`src/rtl/nearest_point_search_unit_assert.svh`:
```
// ----------------------------------------------------------------------------
// Nearest point search assertion macros
// Shared property forms for the nearest point search unit.
// ----------------------------------------------------------------------------
`ifndef NEAREST_POINT_SEARCH_UNIT_ASSERT_SVH
`define NEAREST_POINT_SEARCH_UNIT_ASSERT_SVH

// Same-cycle implication, sampled on clk, quiet while reset is asserted.
`define NPS_ASSERT_NOW(label, ante, cons, msg) \
	label: assert property (@(posedge clk) disable iff (!arst_n) (ante) |-> (cons)) \
		else $error(msg);

// Next-cycle implication, sampled on clk, quiet while reset is asserted.
`define NPS_ASSERT_NEXT(label, ante, cons, msg) \
	label: assert property (@(posedge clk) disable iff (!arst_n) (ante) |=> (cons)) \
		else $error(msg);

`endif

```
`src/rtl/nps_pkg.sv`:
```
// ----------------------------------------------------------------------------
// Nearest point search package
// Widths, item codes, stream and state types shared by the search unit.
// ----------------------------------------------------------------------------
`timescale 1ns / 1ps
`default_nettype none

package nps_pkg;

	localparam int MAX_POINTS  = 256;
	localparam int COORD_WIDTH = 16;
	localparam int AXES        = 3;
	localparam int IDX_W       = $clog2(MAX_POINTS);
	localparam int CNT_W       = $clog2(MAX_POINTS + 1);
	localparam int DIFF_W      = COORD_WIDTH + 1;
	localparam int SQ_W        = 2 * COORD_WIDTH;
	localparam int SUM_W       = SQ_W + 2;

	localparam logic ACT_LOAD  = 1'b0;
	localparam logic ACT_QUERY = 1'b1;

	typedef logic signed [COORD_WIDTH-1:0] coord_t;
	typedef coord_t [AXES-1:0] point_t;

	typedef struct packed {
		logic             valid;
		logic             last;
		logic [IDX_W-1:0] idx;
		logic [SUM_W-1:0] sum;
		point_t           pt;
	} stream_t;

	typedef struct packed {
		logic             done;
		logic [IDX_W-1:0] idx;
	} result_t;

	typedef enum logic [1:0] {
		ST_IDLE,
		ST_SCAN,
		ST_DRAIN,
		ST_EMPTY
	} state_t;

endpackage

`default_nettype wire

```
`src/rtl/nps_min_tracker.sv`:
```
// ----------------------------------------------------------------------------
// Nearest point search minimum tracker
// Keeps the smallest distance seen in a scan and reports its index at the end.
// ----------------------------------------------------------------------------
`timescale 1ns / 1ps
`default_nettype none

module nps_min_tracker
	import nps_pkg::*;
(
	input  wire logic    clk,
	input  wire logic    arst_n,
	input  wire stream_t in_s,
	output result_t      res
);

	logic [SUM_W-1:0] best_sum_q;
	logic [IDX_W-1:0] best_idx_q;
	logic [IDX_W-1:0] res_idx_q;
	logic             done_q;
	logic             take;

	// The first entry of a scan always wins; later ones only when strictly closer.
	assign take = in_s.valid && ((in_s.idx == '0) || (in_s.sum < best_sum_q));

	always_ff @(posedge clk) begin
		if (take) begin
			best_sum_q <= in_s.sum;
			best_idx_q <= in_s.idx;
		end
		if (in_s.valid && in_s.last) begin
			res_idx_q <= take ? in_s.idx : best_idx_q;
		end
	end

	always_ff @(posedge clk or negedge arst_n) begin
		if (!arst_n) begin
			done_q <= 1'b0;
		end else begin
			done_q <= in_s.valid && in_s.last;
		end
	end

	assign res.done = done_q;
	assign res.idx  = res_idx_q;

endmodule

`default_nettype wire

```
`config.mk`:
```
export PLATFORM = sky130hd
export DESIGN_NAME = nps_min_tracker
export DESIGN_NICKNAME = d
export VERILOG_FILES = /design/src/rtl/nearest_point_search_unit_assert.svh /design/src/rtl/nps_pkg.sv /design/src/rtl/nps_min_tracker.sv
export SDC_FILE = /design/constraint.sdc
export NUM_CORES = 1
export LEC_CHECK = 0
export ABC_AREA = 1
export BUFFER_PORTS_ARGS = -buffer_cell sky130_fd_sc_hd__buf_2
export CAP_MARGIN = 30
export CORE_MARGIN = 1.5
export CORE_UTILIZATION = 48
export DETAILED_ROUTE_END_ITERATION = 8
export PLACE_DENSITY = 0.81
export SETUP_SLACK_MARGIN = 0.02
export SLEW_MARGIN = 5
export SYNTH_ARGS = -nofsm -noshare
export SYNTH_HDL_FRONTEND = slang
export SYNTH_SLANG_ARGS = --single-unit
```
`constraint.sdc`:
```
create_clock -name clk -period 2.4 [get_ports clk]
set_input_delay 0.24 -clock clk [delete_from_list [all_inputs] [get_ports clk]]
set_output_delay 0.24 -clock clk [all_outputs]
set_load 0.01 [all_outputs]
```
Yosys cells after proc, flatten, opt, wreduce, memory -nomap -nowiden --
Cells that the tools add are included.
Word-level totals: memories kept 0, memory bits (writable) 0, bits in registers 51, memory bits (read-only) 0, bits in latches 0, word-level logic and storage cells 10
Operators by class: div/mod/pow operators 0, bitwise operators 0, $add $sub $neg 0, equality and inequality tests 0, multiply operators 0, reductions and logical operators 4, shift operators 0, multiplexer cells 1, order comparisons 1
Operators with widths (number):
- $lt 34x34->1 | 1
- $logic_not 8->1 | 1
- $mux 8 | 1
- $logic_and 1x1->1 | 2
- $logic_or 1x1->1 | 1

Depth between registers and ports, before layout --
depth after elaboration 4, mapped depth 16

Least setup slack after synthesis --
No wires, ideal clock.
path type flip-flop to flip-flop, start reg best_sum_q[25], end reg best_sum_q[0], enable pin, required time 2.026 ns, setup time 0.374 ns, cell stages (with the launch flop) 13, data arrival time 1.761 ns, path slack 0.265 ns, cell sequence edfxtp_1 -> inv_1 -> ha_1 -> a21o_1 -> nor2_1 -> nand2_1 -> nand2_1 -> nand2_1 -> nor2_1 -> nand2_2 -> nand2_4 -> nand2_8 -> inv_2
On the way: word-level cells in the longest chain between the ends 3
RTL lines:
- from (decl) | RTL line nps_min_tracker.sv:17 | logic [SUM_W-1:0] best_sum_q;
- from (signal assigned) | RTL line nps_min_tracker.sv:28 | best_sum_q <= in_s.sum;
- $lt 34x34->1 | RTL line nps_min_tracker.sv:24 | assign take = in_s.valid && ((in_s.idx == '0) || (in_s.sum < best_sum_q));
- $logic_or 1x1->1 | RTL line nps_min_tracker.sv:24
- $logic_and 1x1->1 | RTL line nps_min_tracker.sv:24
- via take | RTL line nps_min_tracker.sv:21 | logic take;
The timed path passes the listed nets, and every way through them passes these cells. A chain may end at the register's enable or synchronous reset.

Worst setup path after layout --
start reg best_sum_q[25], end reg best_sum_q[5], enable pin
Same word-level chain as after synthesis.

==> results_dict.tcl <==
set metrics [dict create \
    outcome "complete, no violations" \
    r2r-end "best_sum_q[5]" \
    power.static_leakage_nw 1.53 \
    power_w 0.00190 \
    layout.nets 435 \
    wl_per_cell_microns 10.9 \
    use_met3 0.0395 \
    p_per_area_nw_per_um2 629 \
    hold_depth 1 \
    rrSetupSlack_ns 0.27 \
    path_common_cell "nand2_1" \
    drv_cap 0 \
    coreArea_sq_um 5110 \
    max_stage_delay_ns 0.38 \
    tns_ns 0 \
    drt_iter0_markers 47 \
    synth.distinct_cells 20 \
    grtUsageTotal 0.155 \
    ir_worst_vdd_v 0.000413 \
    met2_usage 0.268 \
    dp_slack_ns 0.269 \
    gp_congestion 0.761 \
    cts_tree "built" \
    io_pins 103 \
    endpoint_kind "flop" \
    ff2ff_path_depth 13 \
    worstHoldStart "in_s[48]" \
    start_util 0.500 \
    start_kind "flop" \
    cp.arrival_ns 2.13 \
    dr.pass1.iters 4 \
    cts_root_buffer "clkbuf_8" \
    antenna_left 0 \
    area_delta_synth_final_pct 18.4 \
    htreeDepth 2 \
    viasPerCell 4.63 \
    antenna_found_initial 0 \
    grtUsageMet1 0.188 \
    insertion_delay_ns 0.30 \
    busiest_layer "met2" \
    setup_slack_ns 0.268 \
    seq_area_frac_synth 0.566 \
    setup_viol 0 \
    fin_crit_ns 2.13 \
    diodes 0 \
    relSlewSlack 0.770 \
    cts_made_buffers 5 \
    clkSlewWorstSetupHoldPaths_ns 0.09 \
    die_x_microns 76.0 \
    avgSynthCellArea_sq_um 10.3 \
    grt-ovfl-total 0 \
    grt_pass1_vias 1673 \
    finClkSkew_ns 0.00698 \
    worstMarginPinSlew_ns 0.345 \
    yosys_register_bits 51 \
    rsz0062_at_grt "no" \
    finalHoldViolCount 0 \
    die_h_microns 76.0 \
    clockBufferDepth 2 \
    dp_hpwl_microns 3190 \
    yosys_warnings 0 \
    rr_startpoint "best_sum_q[25]" \
    critPathKind "flop to flop" \
    drive_gt1_frac 0.220 \
    dieArea_sq_um 5770 \
    hp-class "primary input to flop" \
    rows 26 \
    crit_fanout 34 \
    worst_path_max_delay_cell "edfxtp_1" \
    cp.required_ns 2.40 \
    grt_pass1_wl_microns 7090 \
    drc 0 \
    synthesis.area_sq_um 2560 \
    synthCells 247 \
    slew_viol_final 0 \
    wirelength_microns 4140 \
    fmax_mhz 469 \
    grt_max_degree 35 \
    path_cells "inv_1 -> ha_1 -> a21o_1 -> nor2_1 -> nand2_1 -> nand2_1 -> nand2_1 -> nor2_1 -> nand2_2 -> nand2_4 -> nand2_8 -> inv_2 -> buf_12" \
    port_buffers 54 \
    vias 1755 \
    holdPathEnd "best_sum_q[0]" \
    post-route-period-util 0.888 \
    syn-num-nets 374 \
    cts.sinks 51 \
]
[report_power, final]
part / leakage (nW) / switching (W) / total, W / internal, W
combinational: 1.00 / 0.000183 / 0.000309 / 0.000126
clock: 0.0517 / 0.000279 / 0.000515 / 0.000237
sequential: 0.478 / 0.0000204 / 0.00108 / 0.00106
total: 1.53 / 0.000482 / 0.00190 / 0.00142
[cell usage after synthesis]
cell type	n	area [sq um]
a21boi_1	1	7.51
nor2_1	14	52.6
nand2_8	1	20.0
ha_1	33	413
a21oi_1	11	55.1
edfxtp_1	42	1260
nand2_2	1	6.26
a21o_1	2	15.0
inv_2	1	3.75
nand2_4	1	11.3
dfxtp_1	8	160
dfrtp_1	1	25.0
o21ai_0	3	15.0
inv_1	49	184
nand2_1	64	240
nand3_1	8	40.0
nand4_1	2	12.5
buf_4	2	15.0
nor2_2	1	6.26
nor4_1	2	12.5
[worst max path at each step]
stage,startpoint,endpoint,cells past startpoint
after global routing,best_sum_q[31],best_sum_q[3],14
after CTS,best_sum_q[25],best_sum_q[9],13
after floorplan,best_sum_q[25],best_sum_q[0],12
final,best_sum_q[25],best_sum_q[5],13
after global placement,in_s[81],best_sum_q[25],12
after detailed placement,in_s[81],best_sum_q[25],12
[critical path: cells and delay by family, from the launching register on]
kind	cells	cell delay, ns
adders and majority gates	1	0.23
AOI/OAI and AO/OA	1	0.19
and+or+nand+nor	8	0.67
DFF	1	0.38
buffers and inverters	3	0.35
[state kept, by name, indices dropped and copies added, names as in the netlist]
| register | count |
|---|---|
| res_idx_q | 8 |
| best_idx_q | 8 |
| done_q | 1 |
| best_sum_q | 34 |
[through the flow]
step / utilization / area, sq um / cells / hold slack, ns
floorplan: - / 2560 / 247 / -0.0556
global placement: 0.572 / 2920 / 370 / 0.0141
detailed placement: 0.572 / 2920 / 370 / 0.0156
CTS: 0.593 / 3030 / 379 / 0.111
global route: 0.593 / 3030 / 379 / 0.114
finish: 0.593 / 3030 / 379 / 0.122
[area by class of cell]
type                            count  area [sq um]
Clock inverter                      2          15.0
Sequential cell                    51          1450
Inverter                           50           188
Tap cell                           70          87.6
Clock buffer                        6          82.6
Fill cell                         456          2080
Multi-Input combinational cell    144           907
Timing Repair Buffer               56           300
[routing by layer]
metal,vias up,share of wire
li1,925,-
met1,784,0.44
met2,37,0.49
met3,9,0.042
met4,0,0.020
met5,-,0
[cell families (layout without fill, tap and decap cells)]
group                    count (synthesis)  in the layout  synth area share
AND/OR/NAND/NOR                         94             94             0.157
flip-flops                              51             51             0.566
adder cells (fa/ha/maj)                 33             33             0.162
AO/OA/AOI/OAI                           17             17            0.0362
buffers and inverters                   52            114            0.0793
[layout by cell type (no fill, tap or decap), types with 3 or more instances in the layout]
cell / n
nand2_1: 64
buf_2: 54
inv_1: 49
edfxtp_1: 42
ha_1: 33
nor2_1: 14
a21oi_1: 11
nand3_1: 8
dfxtp_1: 8
clkbuf_8: 6
o21ai_0: 3
[what timing repair did]
| item | CTS | global route |
|---|---|---|
| hold buffers | 1 | 0 |
| hold endpoints to repair | 1 | 0 |
| gates resized for setup | 0 | 0 |
| buffers inserted | 0 | 0 |
Note: power is estimated with default switching activity, not from simulation.
