==> src/rtl/nearest_point_search_unit_assert.svh <==
// ----------------------------------------------------------------------------
// Nearest point search assertion macros
// Shared property forms for the nearest point search unit.
// ----------------------------------------------------------------------------
`ifndef NEAREST_POINT_SEARCH_UNIT_ASSERT_SVH
`define NEAREST_POINT_SEARCH_UNIT_ASSERT_SVH

// Same-cycle implication, sampled on clk, quiet while reset is asserted.
`define NPS_ASSERT_NOW(label, ante, cons, msg) \
	label: assert property (@(posedge clk) disable iff (!arst_n) (ante) |-> (cons)) \
		else $error(msg);

// Next-cycle implication, sampled on clk, quiet while reset is asserted.
`define NPS_ASSERT_NEXT(label, ante, cons, msg) \
	label: assert property (@(posedge clk) disable iff (!arst_n) (ante) |=> (cons)) \
		else $error(msg);

`endif

==> src/rtl/nps_pkg.sv <==
// ----------------------------------------------------------------------------
// Nearest point search package
// Widths, item codes, stream and state types shared by the search unit.
// ----------------------------------------------------------------------------
`timescale 1ns / 1ps
`default_nettype none

package nps_pkg;

	localparam int MAX_POINTS  = 256;
	localparam int COORD_WIDTH = 16;
	localparam int AXES        = 3;
	localparam int IDX_W       = $clog2(MAX_POINTS);
	localparam int CNT_W       = $clog2(MAX_POINTS + 1);
	localparam int DIFF_W      = COORD_WIDTH + 1;
	localparam int SQ_W        = 2 * COORD_WIDTH;
	localparam int SUM_W       = SQ_W + 2;

	localparam logic ACT_LOAD  = 1'b0;
	localparam logic ACT_QUERY = 1'b1;

	typedef logic signed [COORD_WIDTH-1:0] coord_t;
	typedef coord_t [AXES-1:0] point_t;

	typedef struct packed {
		logic             valid;
		logic             last;
		logic [IDX_W-1:0] idx;
		logic [SUM_W-1:0] sum;
		point_t           pt;
	} stream_t;

	typedef struct packed {
		logic             done;
		logic [IDX_W-1:0] idx;
	} result_t;

	typedef enum logic [1:0] {
		ST_IDLE,
		ST_SCAN,
		ST_DRAIN,
		ST_EMPTY
	} state_t;

endpackage

`default_nettype wire

==> src/rtl/nps_axis_cell.sv <==
// ----------------------------------------------------------------------------
// Nearest point search axis cell
// Holds one query coordinate and adds the squared difference on its axis to
// the running distance of each point item that passes through.
// ----------------------------------------------------------------------------
`timescale 1ns / 1ps
`default_nettype none

module nps_axis_cell
	import nps_pkg::*;
(
	input  wire logic    clk,
	input  wire logic    arst_n,
	input  wire logic    q_load,
	input  wire coord_t  q_coord,
	input  wire stream_t in_s,
	output stream_t      out_s
);

	coord_t                    q_q;
	logic signed [DIFF_W-1:0]  diff;
	logic signed [2*DIFF_W-1:0] prod;
	logic [SQ_W-1:0]           sq;
	stream_t                   nxt;
	logic                      valid_q;
	stream_t                   data_q;

	always_comb begin
		diff = $signed({in_s.pt[0][COORD_WIDTH-1], in_s.pt[0]})
			- $signed({q_q[COORD_WIDTH-1], q_q});
		prod = diff * diff;
		sq   = prod[SQ_W-1:0];
		nxt  = in_s;
		nxt.sum = in_s.sum + {{(SUM_W-SQ_W){1'b0}}, sq};
		nxt.pt[AXES-2:0] = in_s.pt[AXES-1:1];
	end

	always_ff @(posedge clk) begin
		if (q_load) begin
			q_q <= q_coord;
		end
		data_q <= nxt;
	end

	always_ff @(posedge clk or negedge arst_n) begin
		if (!arst_n) begin
			valid_q <= 1'b0;
		end else begin
			valid_q <= in_s.valid;
		end
	end

	always_comb begin
		out_s       = data_q;
		out_s.valid = valid_q;
	end

endmodule

`default_nettype wire

==> config.mk <==
export PLATFORM = sky130hd
export DESIGN_NAME = nps_axis_cell
export DESIGN_NICKNAME = d
export VERILOG_FILES = /design/src/rtl/nearest_point_search_unit_assert.svh /design/src/rtl/nps_pkg.sv /design/src/rtl/nps_axis_cell.sv
export SDC_FILE = /design/constraint.sdc
export NUM_CORES = 1
export LEC_CHECK = 0
export BUFFER_PORTS_ARGS = -buffer_cell sky130_fd_sc_hd__buf_2
export CAP_MARGIN = 0
export CORE_MARGIN = 2
export CORE_UTILIZATION = 55
export CTS_CLUSTER_SIZE = 28
export DETAILED_ROUTE_END_ITERATION = 7
export PLACE_DENSITY = 0.84
export SETUP_SLACK_MARGIN = 0.4
export SKIP_LAST_GASP = 1
export SYNTH_ARGS = -nofsm -noshare
export SYNTH_HDL_FRONTEND = slang
export SYNTH_SLANG_ARGS = --single-unit
==> constraint.sdc <==
create_clock -name clk -period 11.7 [get_ports clk]
set_clock_uncertainty 0.15 [all_clocks]
set_input_delay 0 -clock clk [delete_from_list [all_inputs] [get_ports clk]]
set_output_delay 0 -clock clk [all_outputs]
set_load 0.02 [all_outputs]
; ---- Word level (Yosys, flattened, before mapping)
; Cells that the tools add are included.
[totals]
ff_bits = 92
input_bits = 111
[classes]
n_addsub = 2
mul = 1
[op_table]
columns = cell, count
row1 = $add 34x32->34, 1
row2 = $mul 17x17->32, 1
row3 = $sub 16x16->17, 1

; ---- Longest topological paths before layout
; Gate-level depths: netlist (run 1).
[depth]
ltp_word = 3
mapped_depth = 44
depth_no_buf = 43

; ---- Worst setup path after synthesis (run 1)
; Ideal clock, no wire load.
[synth_timing]
path_type = reg-to-reg
startpoint = register q_q[1]
endpoint = register data_q, in the netlist out_s[80]
setup_time_ns = 0.118
arrival_ns = 8.836
path_slack_ns = 2.596
path_stages_with_launch = 41
synth_period_minus_slack_ns = 9.104
path_cell_list = edfxtp_1 > inv_1 > ha_1 > nor2b_1 > o21a_1 > o21ai_0 > a21oi_1 > or3b_2 > xnor2_1 > inv_1 > nand2_1 > inv_1 > fa_1 > inv_1 > fa_1 > inv_1 > fa_1 > fa_1 > [... 5 more ...] > a21oi_1 > and3_1 > o21ai_0 > o31a_1 > o21ai_0 > nand2b_1 > a21oi_1 > xnor2_1 > ha_1 > and4_1 > and3_1 > nand2_1 > a211oi_1 > a211oi_2 > nor3_1 > a311o_1 > a21oi_1 > xnor2_1
[synth_rtl]
columns = item, line
row1 = start: declaration, nps_axis_cell.sv:20  ; coord_t q_q;
row2 = start signal: assignment, nps_axis_cell.sv:40  ; q_q <= q_coord;
row3 = end signal: assignment, nps_axis_cell.sv:42  ; data_q <= nxt;
row4 = end: declaration, nps_axis_cell.sv:26  ; stream_t data_q;

==> results of run 1 <==
==> state kept, by name, summed over array words and instances, names as in the netlist <==
name	count
out_s	75
q_q	16
valid_q	1
==> repair_timing <==
item | 4_1_cts | 5_1_grt
hold buffers | 101 | 0
endpoints found under the setup margin | 0 | 4
buffers inserted | 0 | 10
hold endpoints to repair | 108 | 0
resized for setup | 0 | 16
==> Yosys cell counts, drive strengths merged, types with 6 or more instances <==
| library cell | instances |
|---|---|
| a211oi | 12 |
| a21o | 24 |
| a21oi | 53 |
| and3 | 9 |
| buf | 21 |
| clkbuf | 19 |
| dfxtp | 75 |
| edfxtp | 16 |
| fa | 258 |
| ha | 127 |
| inv | 343 |
| nand2 | 112 |
| nand2b | 10 |
| nand3 | 12 |
| nor2 | 110 |
| nor2b | 8 |
| nor3 | 10 |
| o211ai | 6 |
| o21a | 17 |
| o21ai | 37 |
| xnor2 | 67 |
| xor2 | 17 |
==> stage by stage <==
step	util	hold WS (ns)	cells	cell area (um2)
4_1_cts	0.6684	0.04118	2047	16210
2_1_floorplan	-	-0.4456	1427	13560
3_5_place_dp	0.6138	-0.3522	1930	14880
6_report	0.6737	0.08473	2058	16340
5_1_grt	0.6736	0.1098	2057	16330
3_3_place_gp	0.6138	-0.3536	1930	14880
==> metal layers <==
| layer | part of all wire | routed length, um | global-route usage | up-vias |
|---|---|---|---|---|
| met1 | 0.33 | 14120 | 0.3728 | 5732 |
| met5 | 0 | 0 | 0 | - |
| met4 | 0.076 | 3234 | 0.1912 | 0 |
| met2 | 0.50 | 21440 | 0.5858 | 822 |
| li1 | - | - | - | 4976 |
| met3 | 0.094 | 4014 | 0.07730 | 324 |
==> area by class of cell <==
cell class / count / area [um2] / share of cell area
diodes: 1 / 2.502 / 0.0001532
repair buffers: 330 / 2237 / 0.1369
clock inverters: 7 / 86.33 / 0.005285
multi-input cells: 949 / 10060 / 0.6160
inverters: 346 / 1310 / 0.08019
clock buffers: 9 / 225.2 / 0.01379
flip-flops and latches: 92 / 2007 / 0.1228
well taps: 324 / 405.4 / 0.02481
==> cells by family (layout without fill, tap and decap cells) <==
kind of cell               count (synthesis)  count (layout)  synth area share
muxes                                      1               1         0.0007383
DFF                                       92              92            0.1480
and+or+nand+nor                          297             297           0.09653
adders and majority gates                385             385            0.4982
other                                      0               1                 0
AOI/OAI and AO/OA                        181             181           0.08822
xor gates and xnor gates                  85              85           0.05648
buffers and inverters                    386             692            0.1118
==> tightest hold or removal path: stages <==
cell and delay [ns]:
buf_2 0.10, ha_1 0.22, inv_1 0.10, xnor2_1 0.13
==> worst max path at each step <==
stage | depth (start not counted) | end | from
final | 41 | out_s[80] | q_q[2]
after global placement | 41 | out_s[80] | q_q[1]
after global routing | 39 | out_s[80] | q_q[2]
after CTS | 42 | out_s[80] | q_q[1]
after floorplan | 40 | out_s[80] | q_q[1]
after detailed placement | 41 | out_s[80] | q_q[1]
==> flow_summary.toml, run 1 <==
[place]
portBuffers = 202
gp_congestion = 0.9592
place_ws_ns = 1.345
dp_hpwl_um = 28700

[cells_and_area]
finalNetCount = 2224
drive_gt1_frac = 0.1564
mostFrequentLayoutCells = "inv_1, fa_1, buf_2"
syn_to_final_growth_pct = 20.50
final_common_cell = "inv_1"
nFillCells = 1646

[sta]
max_freq_mhz = 90.95
tightest_slew_ns = 0.9643
rsz0062_at_grt = "yes"
finalCritPeriodShare = 0.9397
tns_ns = 0
hold_viol_final = 0
max-slew-margin-rel = 0.3533
min_period_ns = 10.99
drv_slew = 0
fin_ws_ns = 0.7052
setup-violations-final = 0

[logic_synthesis]
ys_ff_latch = 92
synthesis.area_um2 = 13560
synth_cells = 1427
seq_area_frac_synth = 0.1480
synth_ff_type = "dfxtp_1"
yosysWarnings = 0
synthTopCellsByArea = "fa_1, ha_1, dfxtp_1"
synth.top_cell.area_share = 0.3810
syn_nets = 1923
yosysTopAreaCell = "fa_1"
synth-edff-count = 16
syn_area_per_cell_um2 = 9.501
yosysUniqueCellTypes = 65
async_reset_ff_frac = 0.01087

[clock_network]
cts_tree = "done"
cts_sinks = 92
clk-insertion-delay-late_ns = 0.37
numCtsBuffers = 9
cts.htree.levels = 3
cts.clk_slew.worst_paths_ns = 0.09
root_buffer = "clkbuf_16"
cts.path.max_buffers = 2

[route]
viasPerCell = 5.760
wire_per_inst_um = 20.80
drc = 0
firstDrtPassIters = 8
drt_iter0_drc = 1147
drtAntennaViolNets = 0
wl_um = 42810
num_vias = 11854

[status]
status = "finished clean"

[hold_path]
hold-path-cell-count = 4
hold_end = "out_s[68]"
hold_path_class = "input port to flop"
hp-start = "in_s[68]"

[global_route]
gr-total-overflow = 0
antenna_found_initial = 0
grt_max_degree = 21
grt_pass1_vias = 13085
grt_pass1_wl_um = 66910
track_usage = 0.3334

[worst_setup_path]
crit_required_ns = 11.86
regToRegEndpoint = "out_s[80]"
startpoint_type = "flop"
rrSetupSlack_ns = 0.71
path_class = "flop to flop"
critPathSlowestCell = "dlygate4sd3_1"
reg2reg_from = "q_q[2]"
max_stage_delay_ns = 0.57
crit_buf_inv = 10
crit_family = "adder cells"
arrival_ns = 11.16
critPathMaxFanout = 10
rr_worst_depth = 41
cp-end-kind = "flop"

[die]
rows = 57
core_um2 = 24250
die_h_um = 161.0
ioPinCount = 203
die_area_um2 = 25920
start_util = 0.5591
die_x_um = 161.0

[flow_run]
maxCapViolations = 0
Power of run 1 is left out: the tool's default activity adds up to more than one toggle a clock period on the data nets, which glitch-free logic cannot reach.
==> run 2: changes to the inputs <==
--- a/config.mk
+++ b/config.mk
@@ -7,7 +7,6 @@
 export LEC_CHECK = 0
 export BUFFER_PORTS_ARGS = -buffer_cell sky130_fd_sc_hd__buf_2
 export CAP_MARGIN = 0
-export CORE_MARGIN = 2
 export CORE_UTILIZATION = 55
 export CTS_CLUSTER_SIZE = 28
 export DETAILED_ROUTE_END_ITERATION = 7
==> flow_summary.toml, run 2 (synthesis gave the netlist of run 1 again) <==
[worst_setup_path]
startpoint_type = "flop"
path_class = "flop to flop"
rrSetupSlack_ns = 0.77
reg2reg_from = "q_q[1]"
regToRegEndpoint = "out_s[81]"
max_stage_delay_ns = 0.57
crit_required_ns = 11.86
setup.worst_path.start = "q_q[1]"
critPathMaxFanout = 8
arrival_ns = 11.09
rr_worst_depth = 41
critPathSlowestCell = "dlygate4sd3_1"
cp-end-kind = "flop"
crit_end = "out_s[81]"

[die]
rows = 57
ioPinCount = 203
die_area_um2 = 25280
die_h_um = 159.0
core_um2 = 24250
start_util = 0.5591
die_x_um = 159.0

[sta]
rsz0062_at_grt = "no"
drv_slew = 0
tns_ns = 0
hold_viol_final = 0
tightest_slew_ns = 0.8800
min_period_ns = 10.93
finalCritPeriodShare = 0.9340
max_freq_mhz = 91.51
max-slew-margin-rel = 0.4071
setup-violations-final = 0

[cells_and_area]
finalNetCount = 2211
mostFrequentLayoutCells = "inv_1, fa_1, buf_2"
drive_gt1_frac = 0.1517
final_common_cell = "inv_1"
nFillCells = 1709
syn_to_final_growth_pct = 19.46
largest_reg_flops = 75

[global_route]
track_usage = 0.3280
antenna_found_initial = 1
grt_max_degree = 21
grt_pass1_wl_um = 64090
grt_pass1_vias = 12582
gr-total-overflow = 0

[status]
status = "finished clean"

[place]
portBuffers = 202
dp_hpwl_um = 29120
gp_congestion = 1.022

[route]
firstDrtPassIters = 7
drt_iter0_drc = 930
num_vias = 11494
drtAntennaViolNets = 0
viasPerCell = 5.621
drc = 0
wire_per_inst_um = 19.93
wl_um = 40760

[clock_network]
cts.clk_slew.worst_paths_ns = 0.10
numCtsBuffers = 9
cts_sinks = 92
cts.htree.levels = 3
clk-insertion-delay-late_ns = 0.36
root_buffer = "clkbuf_16"
cts_tree = "done"
cts.path.max_buffers = 2

[hold_path]
hold_path_class = "input port to flop"

[flow_run]
maxCapViolations = 0
==> run 2: repair_timing <==
item | CTS | global route
setup endpoints to repair | 0 | 4
setup buffers | 0 | 7
endpoints found under the hold margin | 106 | 0
hold buffers | 93 | 0
gates resized for setup | 0 | 7
==> run 2: worst min-delay path by stage <==
stage | start | end | slack (ns) | depth (start not counted)
finish | in_s[62] | out_s[62] | 0.02 | 3
floorplan | arst_n | valid_q | -0.45 | 0
global route | in_s[62] | out_s[62] | 0.02 | 3
detailed placement | arst_n | valid_q | -0.37 | 1
global placement | arst_n | valid_q | -0.38 | 1
CTS | in_s[62] | out_s[62] | 0.004 | 3
==> run 2: stage by stage <==
step / cell area (um2) / setup WS (ns) / std cells / hold slack, ns / utilization
finish: 16200 / 0.7727 / 2045 / 0.02064 / 0.6680
global route: 16200 / 0.4136 / 2045 / 0.02436 / 0.6680
CTS: 16110 / 0.4304 / 2037 / 0.004049 / 0.6644
detailed placement: 14870 / 0.9882 / 1928 / -0.3739 / 0.6132
global placement: 14870 / 1.371 / 1928 / -0.3759 / 0.6132
floorplan: 13560 / 2.596 / 1427 / -0.4456 / -
==> run 2: metal layers <==
metal  up-vias  track usage  routed length, um
met5         -            0                  0
met3       263      0.06851               3569
met1      5563       0.3680              13820
met2       712       0.5646              20050
met4         0       0.2203               3319
li1       4956            -                  -
==> run 2: critical path: cells and delay by family, from the launching register on <==
family / cells / cell delay (ns)
flops: 1 / 0.42
xor+xnor: 3 / 0.64
fa+ha+maj: 9 / 3.79
compound gates: 13 / 3.14
simple gates: 7 / 1.51
buf+inv: 9 / 1.24
==> run 2: final cells by class <==
type,count,area [um2],share of cell area
Antenna cell,1,2.502,0.0001545
Timing Repair Buffer,317,2107,0.1301
Inverter,346,1310,0.08088
Tap cell,324,405.4,0.02503
Clock inverter,7,86.33,0.005330
Sequential cell,92,2007,0.1239
Clock buffer,9,225.2,0.01390
Multi-Input combinational cell,949,10050,0.6207
Power of run 2 is left out for the same reason.
